===== config.mk =====
export PLATFORM = sky130hd
export DESIGN_NAME = multilevel_bounce_queue_scheduler_top
export DESIGN_NICKNAME = d
export VERILOG_FILES = /design/src/rtl/msbq_pkg.sv /design/src/rtl/msbq_ram.sv /design/src/rtl/multilevel_bounce_queue_scheduler_top.sv
export SDC_FILE = /design/constraint.sdc
export NUM_CORES = 1
export LEC_CHECK = 0
export BUFFER_PORTS_ARGS = -buffer_cell sky130_fd_sc_hd__buf_2
export CAP_MARGIN = 20
export CORE_MARGIN = 1.5
export CORE_UTILIZATION = 45
export DETAILED_ROUTE_END_ITERATION = 12
export GPL_TIMING_DRIVEN = 0
export PLACE_DENSITY = 0.67
export SLEW_MARGIN = 20
export SYNTH_ARGS = -nofsm -noshare
export SYNTH_HDL_FRONTEND = slang
export SYNTH_SLANG_ARGS = --single-unit
export TNS_END_PERCENT = 100

===== constraint.sdc =====
create_clock -name clk -period 8.99 [get_ports clk]
set_input_delay 1.3485 -clock clk [delete_from_list [all_inputs] [get_ports clk]]
set_output_delay 1.3485 -clock clk [all_outputs]
set_load 0.03 [all_outputs]

===== src/rtl/msbq_pkg.sv =====
// ----------------------------------------------------------------------------
// msbq_pkg
// Shared types and constants of the multilevel bounce-queue scheduler.
// ----------------------------------------------------------------------------
package msbq_pkg;

	localparam int LEVELS_DEF      = 4;
	localparam int LEVEL_DEPTH_DEF = 16;
	localparam int ID_BITS_DEF     = 8;

	localparam logic [15:0] QUANTUM_RST = 16'd1000;

	localparam logic [1:0] KIND_SUBMIT = 2'd0;
	localparam logic [1:0] KIND_TICK   = 2'd1;
	localparam logic [1:0] KIND_FINISH = 2'd2;

	typedef struct packed {
		logic [1:0] kind;
		logic [7:0] job_id;
		logic [1:0] level;
	} evt_t;

	typedef struct packed {
		logic       dispatched;
		logic [7:0] run_job;
		logic [1:0] run_level;
		logic       resumed;
		logic       stopped;
		logic [7:0] stopped_job;
		logic       finish_matched;
		logic       overflow;
		logic       idle;
	} res_t;

endpackage


===== src/rtl/msbq_ram.sv =====
// ----------------------------------------------------------------------------
// msbq_ram
// Generic single-write, single-read RAM with registered read data.
// ----------------------------------------------------------------------------
module msbq_ram #(
	parameter int WIDTH = 12,
	parameter int DEPTH = 64
) (
	input  logic                     clk,
	input  logic                     we,
	input  logic [$clog2(DEPTH)-1:0] waddr,
	input  logic [WIDTH-1:0]         wdata,
	input  logic [$clog2(DEPTH)-1:0] raddr,
	output logic [WIDTH-1:0]         rdata
);

	logic [WIDTH-1:0] mem_q [DEPTH];

	always_ff @(posedge clk) begin
		if (we) begin
			mem_q[waddr] <= wdata;
		end
		rdata <= mem_q[raddr];
	end

endmodule


===== src/rtl/multilevel_bounce_queue_scheduler_top.sv =====
// ----------------------------------------------------------------------------
// multilevel_bounce_queue_scheduler_top
// Multilevel feedback scheduler with bouncing levels and lazy head cleanup.
// ----------------------------------------------------------------------------
// One event is handled at a time by a small sequencer around a single entry
// RAM (one read and one write port, registered read). Anything that may
// dispatch runs a cleanup pass over the queue heads: an empty level is
// skipped, a non-empty level has its head read and checked, finished heads
// are popped, and then the chosen job is read and started. A finish that
// misses the running job scans queues head to tail, level by level, over at
// most LEVELS*LEVEL_DEPTH entries. The next event is taken once the previous
// result beat is registered; evt_stall is high while an event is in progress.
module multilevel_bounce_queue_scheduler_top #(
	parameter int LEVELS      = msbq_pkg::LEVELS_DEF,
	parameter int LEVEL_DEPTH = msbq_pkg::LEVEL_DEPTH_DEF,
	parameter int ID_BITS     = msbq_pkg::ID_BITS_DEF
) (
	input  logic             clk,
	input  logic             arst_n,
	input  logic             evt_valid,
	output logic             evt_stall,
	input  msbq_pkg::evt_t   evt,
	output logic             res_valid,
	input  logic             res_stall,
	output msbq_pkg::res_t   res,
	input  logic             cfg_we,
	input  logic [15:0]      cfg_data
);

	localparam int LVL_W  = $clog2(LEVELS);
	localparam int PTR_W  = $clog2(LEVEL_DEPTH);
	localparam int FILL_W = $clog2(LEVEL_DEPTH + 1);
	localparam int ENT_W  = ID_BITS + 4;
	localparam int RAM_D  = LEVELS * LEVEL_DEPTH;
	localparam int ADDR_W = $clog2(RAM_D);

	typedef enum logic [3:0] {
		S_IDLE, S_SUB, S_EXP_RD, S_EXP_CK, S_EXP_PUSH, S_FIN_RD, S_FIN_CK,
		S_SR_RD, S_SR_CK, S_CL_RD, S_CL_CK, S_SEL, S_DSP_RD, S_DSP_CK, S_DONE
	} state_t;

	state_t state_q;

	logic [PTR_W-1:0]  head_q [LEVELS];
	logic [PTR_W-1:0]  tail_q [LEVELS];
	logic [FILL_W-1:0] fill_q [LEVELS];

	logic               running_q;
	logic [LVL_W-1:0]   run_lv_q;
	logic [ID_BITS-1:0] run_id_q;
	logic [15:0]        ticks_q;
	logic [15:0]        quantum_q;

	logic [ID_BITS-1:0] id_q;
	logic [LVL_W-1:0]   lv_q;
	logic [PTR_W-1:0]   p_q;
	logic [FILL_W-1:0]  n_q;
	logic [ADDR_W-1:0]  addr_q;
	logic [ENT_W-1:0]   ent_q;
	msbq_pkg::res_t     acc_q;
	msbq_pkg::res_t     res_q;
	msbq_pkg::res_t     res_next;
	logic               res_valid_q;

	// entry RAM
	logic              ram_we;
	logic [ADDR_W-1:0] ram_waddr;
	logic [ENT_W-1:0]  ram_wdata;
	logic [ADDR_W-1:0] ram_raddr;
	logic [ENT_W-1:0]  ram_rdata;

	msbq_ram #(
		.WIDTH(ENT_W),
		.DEPTH(RAM_D)
	) u_ram (
		.clk  (clk),
		.we   (ram_we),
		.waddr(ram_waddr),
		.wdata(ram_wdata),
		.raddr(ram_raddr),
		.rdata(ram_rdata)
	);

	// entry fields: {id, started, descending, second, finished}
	logic [ID_BITS-1:0] rd_id;
	logic rd_started, rd_desc, rd_second, rd_fin;
	assign rd_id      = ram_rdata[ENT_W-1:4];
	assign rd_started = ram_rdata[3];
	assign rd_desc    = ram_rdata[2];
	assign rd_second  = ram_rdata[1];
	assign rd_fin     = ram_rdata[0];

	logic [ID_BITS-1:0] id_in;
	logic [LVL_W-1:0]   lvl_in;
	assign id_in  = ID_BITS'(evt.job_id);
	assign lvl_in = (32'(evt.level) >= LEVELS) ? LVL_W'(LEVELS - 1) : LVL_W'(evt.level);

	logic [PTR_W-1:0]  head_cur, tail_cur, ptr_cur;
	logic [FILL_W-1:0] fill_cur;
	logic              full_cur, last_lv;
	assign head_cur = head_q[lv_q];
	assign tail_cur = tail_q[lv_q];
	assign fill_cur = fill_q[lv_q];
	assign full_cur = (fill_cur == FILL_W'(LEVEL_DEPTH));
	assign last_lv  = (lv_q == LVL_W'(LEVELS - 1));
	assign ptr_cur  = (n_q == '0) ? head_cur : p_q;

	function automatic logic [PTR_W-1:0] wrap_next(input logic [PTR_W-1:0] p);
		return (p == PTR_W'(LEVEL_DEPTH - 1)) ? '0 : p + 1'b1;
	endfunction

	function automatic logic [ADDR_W-1:0] addr_of(input logic [LVL_W-1:0] lv,
			input logic [PTR_W-1:0] p);
		return ADDR_W'(int'(lv) * LEVEL_DEPTH + int'(p));
	endfunction

	// first non-empty level
	logic [LVL_W-1:0] pick;
	logic             pick_any;
	always_comb begin
		pick     = '0;
		pick_any = 1'b0;
		for (int i = LEVELS - 1; i >= 0; i--) begin
			if (fill_q[i] != '0) begin
				pick     = LVL_W'(i);
				pick_any = 1'b1;
			end
		end
	end

	// expiry: requeue target and updated entry
	logic [LVL_W-1:0] exp_dst;
	logic [ENT_W-1:0] exp_ent;
	logic             exp_up, exp_desc;
	always_comb begin
		exp_dst  = lv_q;
		exp_up   = !rd_desc;
		exp_desc = rd_desc;
		if (!rd_second) begin
			exp_ent = {rd_id, rd_started, rd_desc, 1'b1, rd_fin};
		end else begin
			if (lv_q == '0 || last_lv) begin
				exp_desc = !rd_desc;
				exp_up   = rd_desc;
			end
			if (exp_up) begin
				if (!last_lv) exp_dst = lv_q + 1'b1;
			end else begin
				if (lv_q != '0) exp_dst = lv_q - 1'b1;
			end
			exp_ent = {rd_id, rd_started, exp_desc, 1'b0, rd_fin};
		end
	end

	logic rd_hit;
	assign rd_hit = (rd_id == id_q) && !rd_fin;

	always_comb begin
		res_next      = acc_q;
		res_next.idle = !running_q;
	end

	always_comb begin
		ram_raddr = addr_of(lv_q, (state_q == S_SR_RD) ? ptr_cur : head_cur);
		ram_we    = 1'b0;
		ram_waddr = addr_of(lv_q, tail_cur);
		ram_wdata = {id_q, 4'b0000};
		case (state_q)
			S_SUB: begin
				ram_we = !full_cur;
			end
			S_EXP_PUSH: begin
				ram_we    = !full_cur;
				ram_wdata = ent_q;
			end
			S_FIN_CK, S_SR_CK: begin
				ram_we    = rd_hit;
				ram_waddr = addr_q;
				ram_wdata = {rd_id, rd_started, rd_desc, rd_second, 1'b1};
			end
			S_DSP_CK: begin
				ram_we    = !rd_started;
				ram_waddr = addr_q;
				ram_wdata = {rd_id, 1'b1, (lv_q == '0), 1'b0, 1'b0};
			end
			default: begin
			end
		endcase
	end

	assign evt_stall = (state_q != S_IDLE);
	assign res_valid = res_valid_q;
	assign res       = res_q;

	always_ff @(posedge clk or negedge arst_n) begin
		if (!arst_n) begin
			state_q     <= S_IDLE;
			running_q   <= 1'b0;
			run_lv_q    <= '0;
			run_id_q    <= '0;
			ticks_q     <= '0;
			quantum_q   <= msbq_pkg::QUANTUM_RST;
			id_q        <= '0;
			lv_q        <= '0;
			p_q         <= '0;
			n_q         <= '0;
			addr_q      <= '0;
			ent_q       <= '0;
			acc_q       <= '0;
			res_q       <= '0;
			res_valid_q <= 1'b0;
			for (int i = 0; i < LEVELS; i++) begin
				head_q[i] <= '0;
				tail_q[i] <= '0;
				fill_q[i] <= '0;
			end
		end else begin
			if (cfg_we) quantum_q <= cfg_data;
			if (state_q == S_DONE && (!res_valid_q || !res_stall)) begin
				res_valid_q <= 1'b1;
			end else if (res_valid_q && !res_stall) begin
				res_valid_q <= 1'b0;
			end
			addr_q <= ram_raddr;

			case (state_q)
				S_IDLE: begin
					if (evt_valid) begin
						id_q   <= id_in;
						acc_q  <= '0;
						n_q    <= '0;
						case (evt.kind)
							msbq_pkg::KIND_SUBMIT: begin
								lv_q    <= lvl_in;
								state_q <= S_SUB;
							end
							msbq_pkg::KIND_TICK: begin
								lv_q <= run_lv_q;
								if (!running_q) begin
									state_q <= S_DONE;
								end else if (ticks_q <= 16'd1) begin
									state_q <= S_EXP_RD;
								end else begin
									ticks_q <= ticks_q - 16'd1;
									state_q <= S_DONE;
								end
							end
							msbq_pkg::KIND_FINISH: begin
								if (running_q) begin
									lv_q    <= run_lv_q;
									state_q <= S_FIN_RD;
								end else begin
									lv_q    <= '0;
									state_q <= S_SR_RD;
								end
							end
							default: state_q <= S_DONE;
						endcase
					end
				end
				S_SUB: begin
					if (full_cur) begin
						acc_q.overflow <= 1'b1;
					end else begin
						tail_q[lv_q] <= wrap_next(tail_cur);
						fill_q[lv_q] <= fill_cur + 1'b1;
					end
					lv_q    <= '0;
					state_q <= running_q ? S_DONE : S_CL_RD;
				end
				S_EXP_RD: state_q <= S_EXP_CK;
				S_EXP_CK: begin
					// running job is the head of its level: pop, then requeue
					if (fill_cur != '0) begin
						head_q[lv_q] <= wrap_next(head_cur);
						fill_q[lv_q] <= fill_cur - 1'b1;
					end
					ent_q             <= exp_ent;
					lv_q              <= exp_dst;
					acc_q.stopped     <= 1'b1;
					acc_q.stopped_job <= 8'(run_id_q);
					running_q         <= 1'b0;
					state_q           <= S_EXP_PUSH;
				end
				S_EXP_PUSH: begin
					if (full_cur) begin
						acc_q.overflow <= 1'b1;
					end else begin
						tail_q[lv_q] <= wrap_next(tail_cur);
						fill_q[lv_q] <= fill_cur + 1'b1;
					end
					lv_q    <= '0;
					state_q <= S_CL_RD;
				end
				S_FIN_RD: state_q <= (fill_cur != '0) ? S_FIN_CK : S_SR_RD;
				S_FIN_CK: begin
					lv_q <= '0;
					if (rd_hit) begin
						acc_q.finish_matched <= 1'b1;
						running_q            <= 1'b0;
						state_q              <= S_CL_RD;
					end else begin
						state_q <= S_SR_RD;
					end
				end
				S_SR_RD: begin
					if (n_q >= fill_cur) begin
						n_q <= '0;
						if (last_lv) begin
							state_q <= S_DONE;
						end else begin
							lv_q <= lv_q + 1'b1;
						end
					end else begin
						p_q     <= wrap_next(ptr_cur);
						state_q <= S_SR_CK;
					end
				end
				S_SR_CK: begin
					if (rd_hit) begin
						acc_q.finish_matched <= 1'b1;
						state_q              <= S_DONE;
					end else begin
						n_q     <= n_q + 1'b1;
						state_q <= S_SR_RD;
					end
				end
				S_CL_RD: begin
					if (fill_cur != '0) begin
						state_q <= S_CL_CK;
					end else if (last_lv) begin
						state_q <= S_SEL;
					end else begin
						lv_q <= lv_q + 1'b1;
					end
				end
				S_CL_CK: begin
					// lazy removal of finished heads
					if (rd_fin) begin
						head_q[lv_q] <= wrap_next(head_cur);
						fill_q[lv_q] <= fill_cur - 1'b1;
						state_q      <= S_CL_RD;
					end else if (last_lv) begin
						state_q <= S_SEL;
					end else begin
						lv_q    <= lv_q + 1'b1;
						state_q <= S_CL_RD;
					end
				end
				S_SEL: begin
					lv_q    <= pick;
					state_q <= pick_any ? S_DSP_RD : S_DONE;
				end
				S_DSP_RD: state_q <= S_DSP_CK;
				S_DSP_CK: begin
					running_q        <= 1'b1;
					run_lv_q         <= lv_q;
					run_id_q         <= rd_id;
					ticks_q          <= quantum_q;
					acc_q.dispatched <= 1'b1;
					acc_q.run_job    <= 8'(rd_id);
					acc_q.run_level  <= 2'(lv_q);
					acc_q.resumed    <= rd_started;
					state_q          <= S_DONE;
				end
				S_DONE: begin
					if (!res_valid_q || !res_stall) begin
						res_q   <= res_next;
						state_q <= S_IDLE;
					end
				end
				default: state_q <= S_IDLE;
			endcase
		end
	end

endmodule

==> summary.txt, run 1 <==
Reg2reg start = lv_q[1]
CTS tree = done
Sequential power share = 0.370
Clock share of power = 0.223
Synth area leaders = edfxtp_1, dfrtp_1, mux4_2
Hold Fails Final Rpt = 0
Slew @ Worst Pin = 1.20 ns
Hold WC Path Type = flop to flop
Overall Global Routing Usage = 0.222
YS warnings = 0
Synth-to-Final Area Change = 13.6%
Min Tclk post-route = 5.68 ns
Pre-antenna DRT Iters = 12
WP data required = 9.27 ns
CP startpoint = lv_q[1]
PortBufs = 57
Via-per-instance ratio = 5.99
Yosys top cell area share = 0.588
Residual DRC = 1
Met2 WL = 47.0 mm
Setup_tns = 0 ns
Worst Path Max Fanout = 12
Syn Area/Cell = 16.5 um^2
Post-CTS setup buffer count = 0
TritonCTS buffer count = 96
Comb pwr share = 0.406
Clock Sinks = 964
Fill cells = 7035
Clock latency on the worst-skew pair = 0.68 ns
Top FF cell, synth = edfxtp_1
Final setup violation count = 0
Pwr Density = 392 nW/um^2
Core ar. = 86500 um^2
H-tree levels = 3
Post-DP HPWL = 64.7 mm
Routed vias = 22600
Top layer in use = met5
R2R depth = 12
Register area = 27900 um^2
Max-cap violations = 0
Largest stage delay, worst path = 0.84 ns
Crit path kind = flop to flop
Syn_nets = 2426
Fin Hold WS = 0.465 ns
Most frequent CP cell = nand2b_1
Met1 Wirelength = 39.7 mm
Synth Cell Area = 39200 um^2
Pin count of the biggest net entering global routing = 106
Net Sw Frac = 0.377
Avg WL per Cell = 26.1 um
RSZ-0062 raised after global routing = no
Worst flop-to-flop path endpoint = u_ram.mem_q[10][2]
Status = complete, but fails checks
Worst-path clk slew = 0.06 ns
FFs w/ async S/R, synth = 0.191
Multi-input combinational cell area = 10800 um^2
Crit-path slowest cell = clkbuf_1
Post-synth EDFFs = 768
Post-CTS Hold Buffers = 0
Final GP Congestion = 0.940
Layout cells sized above 1 = 0.236
Fin. max-slew vios = 0
First-pass GRT wire length = 147 mm
CP arrival = 5.95 ns
Fmax = 0.176 GHz
Die Ht = 298 um
Cells along the critical path = buf_2 -> buf_1 -> mux2_2 -> o21ai_1 -> ha_1 -> nor3b_1 -> a21oi_1 -> a211oi_1 -> nand2b_1 -> nand2b_1 -> clkbuf_1 -> nor2_1
Synth area leader = edfxtp_1
Relative slew margins = 0.201
Reg-to-reg slack, setup = 3.31 ns
Register area share after synthesis = 0.712
Post-Route WL = 98.4 mm
Antenna-violating nets left = 0
Clk root buf = clkbuf_16
Post-CTS sizing = 0
Synth Instances = 2371
Non-Filler Instances = 3776
Seq cells post-synth = 964
Psw = 6580 uW
Ports = 59
Crit start category = flop
Power Internal = 10900 uW
DP Cell Count = 3595
Top post-synthesis cells by count = edfxtp_1, nand2_1, dfrtp_1
Row cnt = 108
Die area = 88900 um^2
Peak VDD IR = 0.265 mV
Clk_skew = 0.0275 ns
Post-synth cell types = 76
Layout net count = 2596
P_leak = 0.0153 uW
DRT iter0 DRCs = 2439
Initial antenna violation count = 5
Tcrit/Tclk final = 0.631
CP endpoint = u_ram.mem_q[10][2]
Most instantiated library cell after synthesis = edfxtp_1
Failing checks = DRC
Crit end category = flop
Initial Utilization = 0.453
Global route overflow = 0
Die width = 298 um
Clock Path Buffers = 3
Met3 WL = 8.21 mm
Vias in the first global route = 22700
[metrics by stage]
step | area [um^2] | utilization | setup slack [ns] | power (uW)
final | 44500 | 0.515 | 3.31 | 17500
after global routing | 44500 | 0.515 | 3.07 | 18100
after CTS | 44400 | 0.513 | 3.40 | 17400
after detailed placement | 41400 | 0.478 | 3.47 | 13500
after global placement | 40900 | 0.473 | 3.53 | 13200
after floorplan | 39200 | - | 5.29 | 10800
[cells by family (layout without fill, tap and decap cells)]
group | count (synthesis) | count (layout) | synth area share
AO/OA/AOI/OAI | 317 | 317 | 0.0534
XOR/XNOR | 18 | 18 | 0.00402
adder cells (fa/ha/maj) | 23 | 23 | 0.00728
buffers and inverters | 154 | 403 | 0.0182
flip-flops | 964 | 964 | 0.712
multiplexers | 296 | 296 | 0.134
other | 0 | 1 | 0
AND/OR/NAND/NOR | 599 | 599 | 0.0710
[worst min path at each step]
stage | cells past startpoint | startpoint | slack, ns | end
2_1_floorplan | 0 | lv_q[1] | 0.40 | addr_q[5]
3_3_place_gp | 2 | run_id_q[5] | 0.45 | acc_q[8]
3_5_place_dp | 2 | run_id_q[3] | 0.45 | acc_q[6]
4_1_cts | 2 | run_id_q[3] | 0.46 | acc_q[6]
5_1_grt | 0 | lv_q[1] | 0.49 | addr_q[5]
6_report | 2 | run_id_q[3] | 0.46 | acc_q[6]
[power groups by stage]
stage / clock (uW) / sequential [uW] / combinational, uW
CTS: 3950 / 6470 / 7010
detailed placement: 0 / 6550 / 7000
floorplan: 0 / 6570 / 4230
global placement: 0 / 6640 / 6560
finish: 3900 / 6470 / 7090
global route: 4130 / 6520 / 7500
[layer usage]
layer	GRT usage	up-vias
met1	0.297	11700
met3	0.0487	216
met4	0.0821	2
met2	0.356	1003
li1	-	9725
met5	0	-
[critical path, delay by kind of cell (launching register included)]
kind            cells  cell delay [ns]
mux                 1             0.40
buf+inv             3             1.71
fa+ha+maj           1             0.25
flops               1             0.44
compound gates      3             1.21
simple gates        4             1.27
[layout by cell type, fill, tap and decap left out, types with 24 or more instances in the layout]
cell       synthesis  final
edfxtp_1         768    768
nand3_1          168    168
clkinv_1           0     27
buf_2             23     79
mux2_2           116    116
nor2_2             0     53
mux4_2           171    171
clkbuf_1          75     92
clkbuf_16          0     97
a21oi_1           40     40
a22oi_1           67     67
nor2_1           112     59
o21ai_0          108    108
dfrtp_1          178    178
a32oi_1           24     24
nand2_1          214    214
[cell type report]
| type | count | area share |
|---|---|---|
| Sequential cell | 964 | 0.627 |
| Multi-Input combinational cell | 1253 | 0.243 |
| Clock buffer | 118 | 0.0572 |
| Tap cell | 1155 | 0.0325 |
| Buffer | 130 | 0.0140 |
| Timing Repair Buffer | 72 | 0.0132 |
| Clock inverter | 59 | 0.0112 |
| Inverter | 24 | 0.00202 |
| Antenna cell | 1 | 0.0000562 |
[state kept, by name, summed over array words and instances, names as in the netlist, named ones only]
signal	cells
u_ram.mem_q	768
res	24
acc_q	23
fill_q	16
head_q	16
quantum_q	16
tail_q	16
ticks_q	16
ent_q	12
u_ram.rdata	12
id_q	8
run_id_q	8
addr_q	6
n_q	5
p_q	4
state_q	4
lv_q	2
run_lv_q	2
res_valid	1
running_q	1
Note: power is estimated with default switching activity, not from simulation.
==> run 2, diff against run 1 <==
Clock period 8.99 ns to 5.5 ns, I/O delays scaled along.
==> summary.txt, run 2 (synthesis gave the netlist of run 1 again) <==
Die width = 298 um (unchanged)
Initial antenna violation count = 5 (unchanged)
Die area = 88900 um^2 (unchanged)
Crit start category = flop
Power Total = 28500 uW (+63%)
Routed vias = 22500 (-0.36%)
Post-DP HPWL = 64.7 mm (unchanged)
Fin. max-slew vios = 0 (unchanged)
Die Ht = 298 um (unchanged)
CTS tree = done
Avg WL per Cell = 26.0 um (about the same)
Via-per-instance ratio = 5.97 (-0.39%)
Clock Path Buffers = 3 (unchanged)
Worst-path clk slew = 0.06 ns (about the same)
Largest stage delay, worst path = 0.92 ns (+0.08 ns)
Row cnt = 108 (unchanged)
Residual DRC = 0 (-1)
Relative slew margins = 0.271 (+0.0706)
Tcrit/Tclk final = 0.962 (+0.331)
Peak VDD IR = 0.429 mV (+62%)
Clock Sinks = 964 (unchanged)
Layout net count = 2597 (+0.039%)
Pre-antenna DRT Iters = 8 (-4)
Most frequent cells in the layout = edfxtp_1, nand2_1, dfrtp_1
Vias in the first global route = 22700 (-0.057%)
Crit-path slowest cell = nor2_2
Min Tclk post-route = 5.29 ns (-0.386 ns)
Final GP Congestion = 0.940 (unchanged)
DRT iter0 DRCs = 2466 (+1.1%)
Max-cap violations = 0 (unchanged)
Clock latency on the worst-skew pair = 0.67 ns (about the same)
Clk root buf = clkbuf_16
Synth-to-Final Area Change = 13.7%
P_leak = 0.0153 uW (+0.14%)
Pin count of the biggest net entering global routing = 106 (unchanged)
Pwr Density = 640 nW/um^2 (+63%)
Clk_skew = 0.0234 ns (-0.00403 ns)
Worst Path Max Fanout = 12 (unchanged)
RSZ-0062 raised after global routing = yes
Crit path kind = flop to flop
Antenna-violating nets left = 0 (unchanged)
Commonest non-fill, non-tap cell in the layout = edfxtp_1
Ports = 59 (unchanged)
WP data required = 5.80 ns (-3.47 ns)
Cells along the critical path = buf_2 -> buf_1 -> mux2i_1 -> nand2_1 -> o21ai_1 -> ha_1 -> nor3b_1 -> a21oi_1 -> a211oi_1 -> nor2_1 -> nand3b_1 -> nor2_2
Status = finished clean
CP arrival = 5.59 ns (-0.36 ns)
Global route overflow = 0 (unchanged)
Post-Route WL = 98.4 mm (about the same)
Setup_tns = 0 ns (unchanged)
Slew @ Worst Pin = 1.07 ns (-0.127 ns)
Initial Utilization = 0.453 (unchanged)
CP delay by family, top = simple AND/OR/NAND/NOR gates
Max reg flops = 768 (unchanged)
Fmax = 0.189 GHz (+7.3%)
Hold WC Path Type = primary input to async pin
Layout cells sized above 1 = 0.239 (+0.00296)
Final setup violation count = 0 (unchanged)
PortBufs = 57 (unchanged)
Hold Fails Final Rpt = 0 (unchanged)
TritonCTS buffer count = 96 (unchanged)
H-tree levels = 3 (unchanged)
Reg with most FFs = u_ram.mem_q
Crit end category = flop
Overall Global Routing Usage = 0.221 (about the same)
Core ar. = 86500 um^2 (unchanged)
Crit path buf inv count = 2 (-1)
First-pass GRT wire length = 146 mm (about the same)
[run 2: path summary, 6_finish.rpt]
kind	start	cells after the start	to	slack, ns
worst min register to register	run_id_q[3]	2	acc_q[6]	0.46
worst min-delay path	arst_n	1	n_q[4]	0.14
max in group asynchronous	arst_n	2	quantum_q[8]	4.42
worst max-delay path	lv_q[1]	12	u_ram.mem_q[53][5]	0.21
min in group clk	cfg_data[5]	2	quantum_q[5]	0.39
worst max register to register	lv_q[1]	12	u_ram.mem_q[53][5]	0.21
[run 2: area by class of cell]
class                           count  area (um^2)
Antenna cell                        1         2.50
Buffer                            128          614
Tap cell                         1155         1450
Multi-Input combinational cell   1253        10800
Sequential cell                   964        27900
Clock inverter                     59          499
Clock buffer                      118         2550
Timing Repair Buffer               75          621
Inverter                           24         90.1
Fill cell                        7029        41900
[run 2: metal layers]
metal	track usage	part of all wire	vias up
li1	-	-	9734
met1	0.295	0.40	11600
met2	0.355	0.47	1007
met3	0.0500	0.085	229
met4	0.0854	0.040	2
met5	0	0.00013	-
[run 2: per-stage QoR]
stage                     instance area [um^2]  instances   util  hold WS [ns]  worst slack [ns]
after floorplan                          39200       2371      -         0.396              1.80
after global placement                   40900       3583  0.473         0.454            0.0447
after detailed placement                 41400       3595  0.478         0.449           -0.0169
after CTS                                44400       3770  0.513         0.156            0.0939
after global routing                     44600       3777  0.515         0.167           -0.0852
final                                    44600       3777  0.515         0.139             0.210
[run 2: repair_timing]
item | CTS | global route
hold buffers | 0 | 0
gates resized for setup | 0 | 8
setup buffers | 0 | 1
setup endpoints to repair | 84 | 334
pin swaps | 0 | 0
[run 2: report_power, final]
| part | switching [uW] | internal (uW) |
|---|---|---|
| clock network | 2760 | 3620 |
| logic | 7500 | 4080 |
| registers | 480 | 10100 |
[run 2: worst register-to-register path, cell delays in order, from the launching register on]
cell      delay (ns)
dfrtp_1         0.44
buf_2           0.34
buf_1           0.54
mux2i_1         0.16
nand2_1         0.09
o21ai_1         0.17
ha_1            0.27
nor3b_1         0.16
a21oi_1         0.55
a211oi_1        0.24
nor2_1          0.28
nand3b_1        0.77
nor2_2          0.92
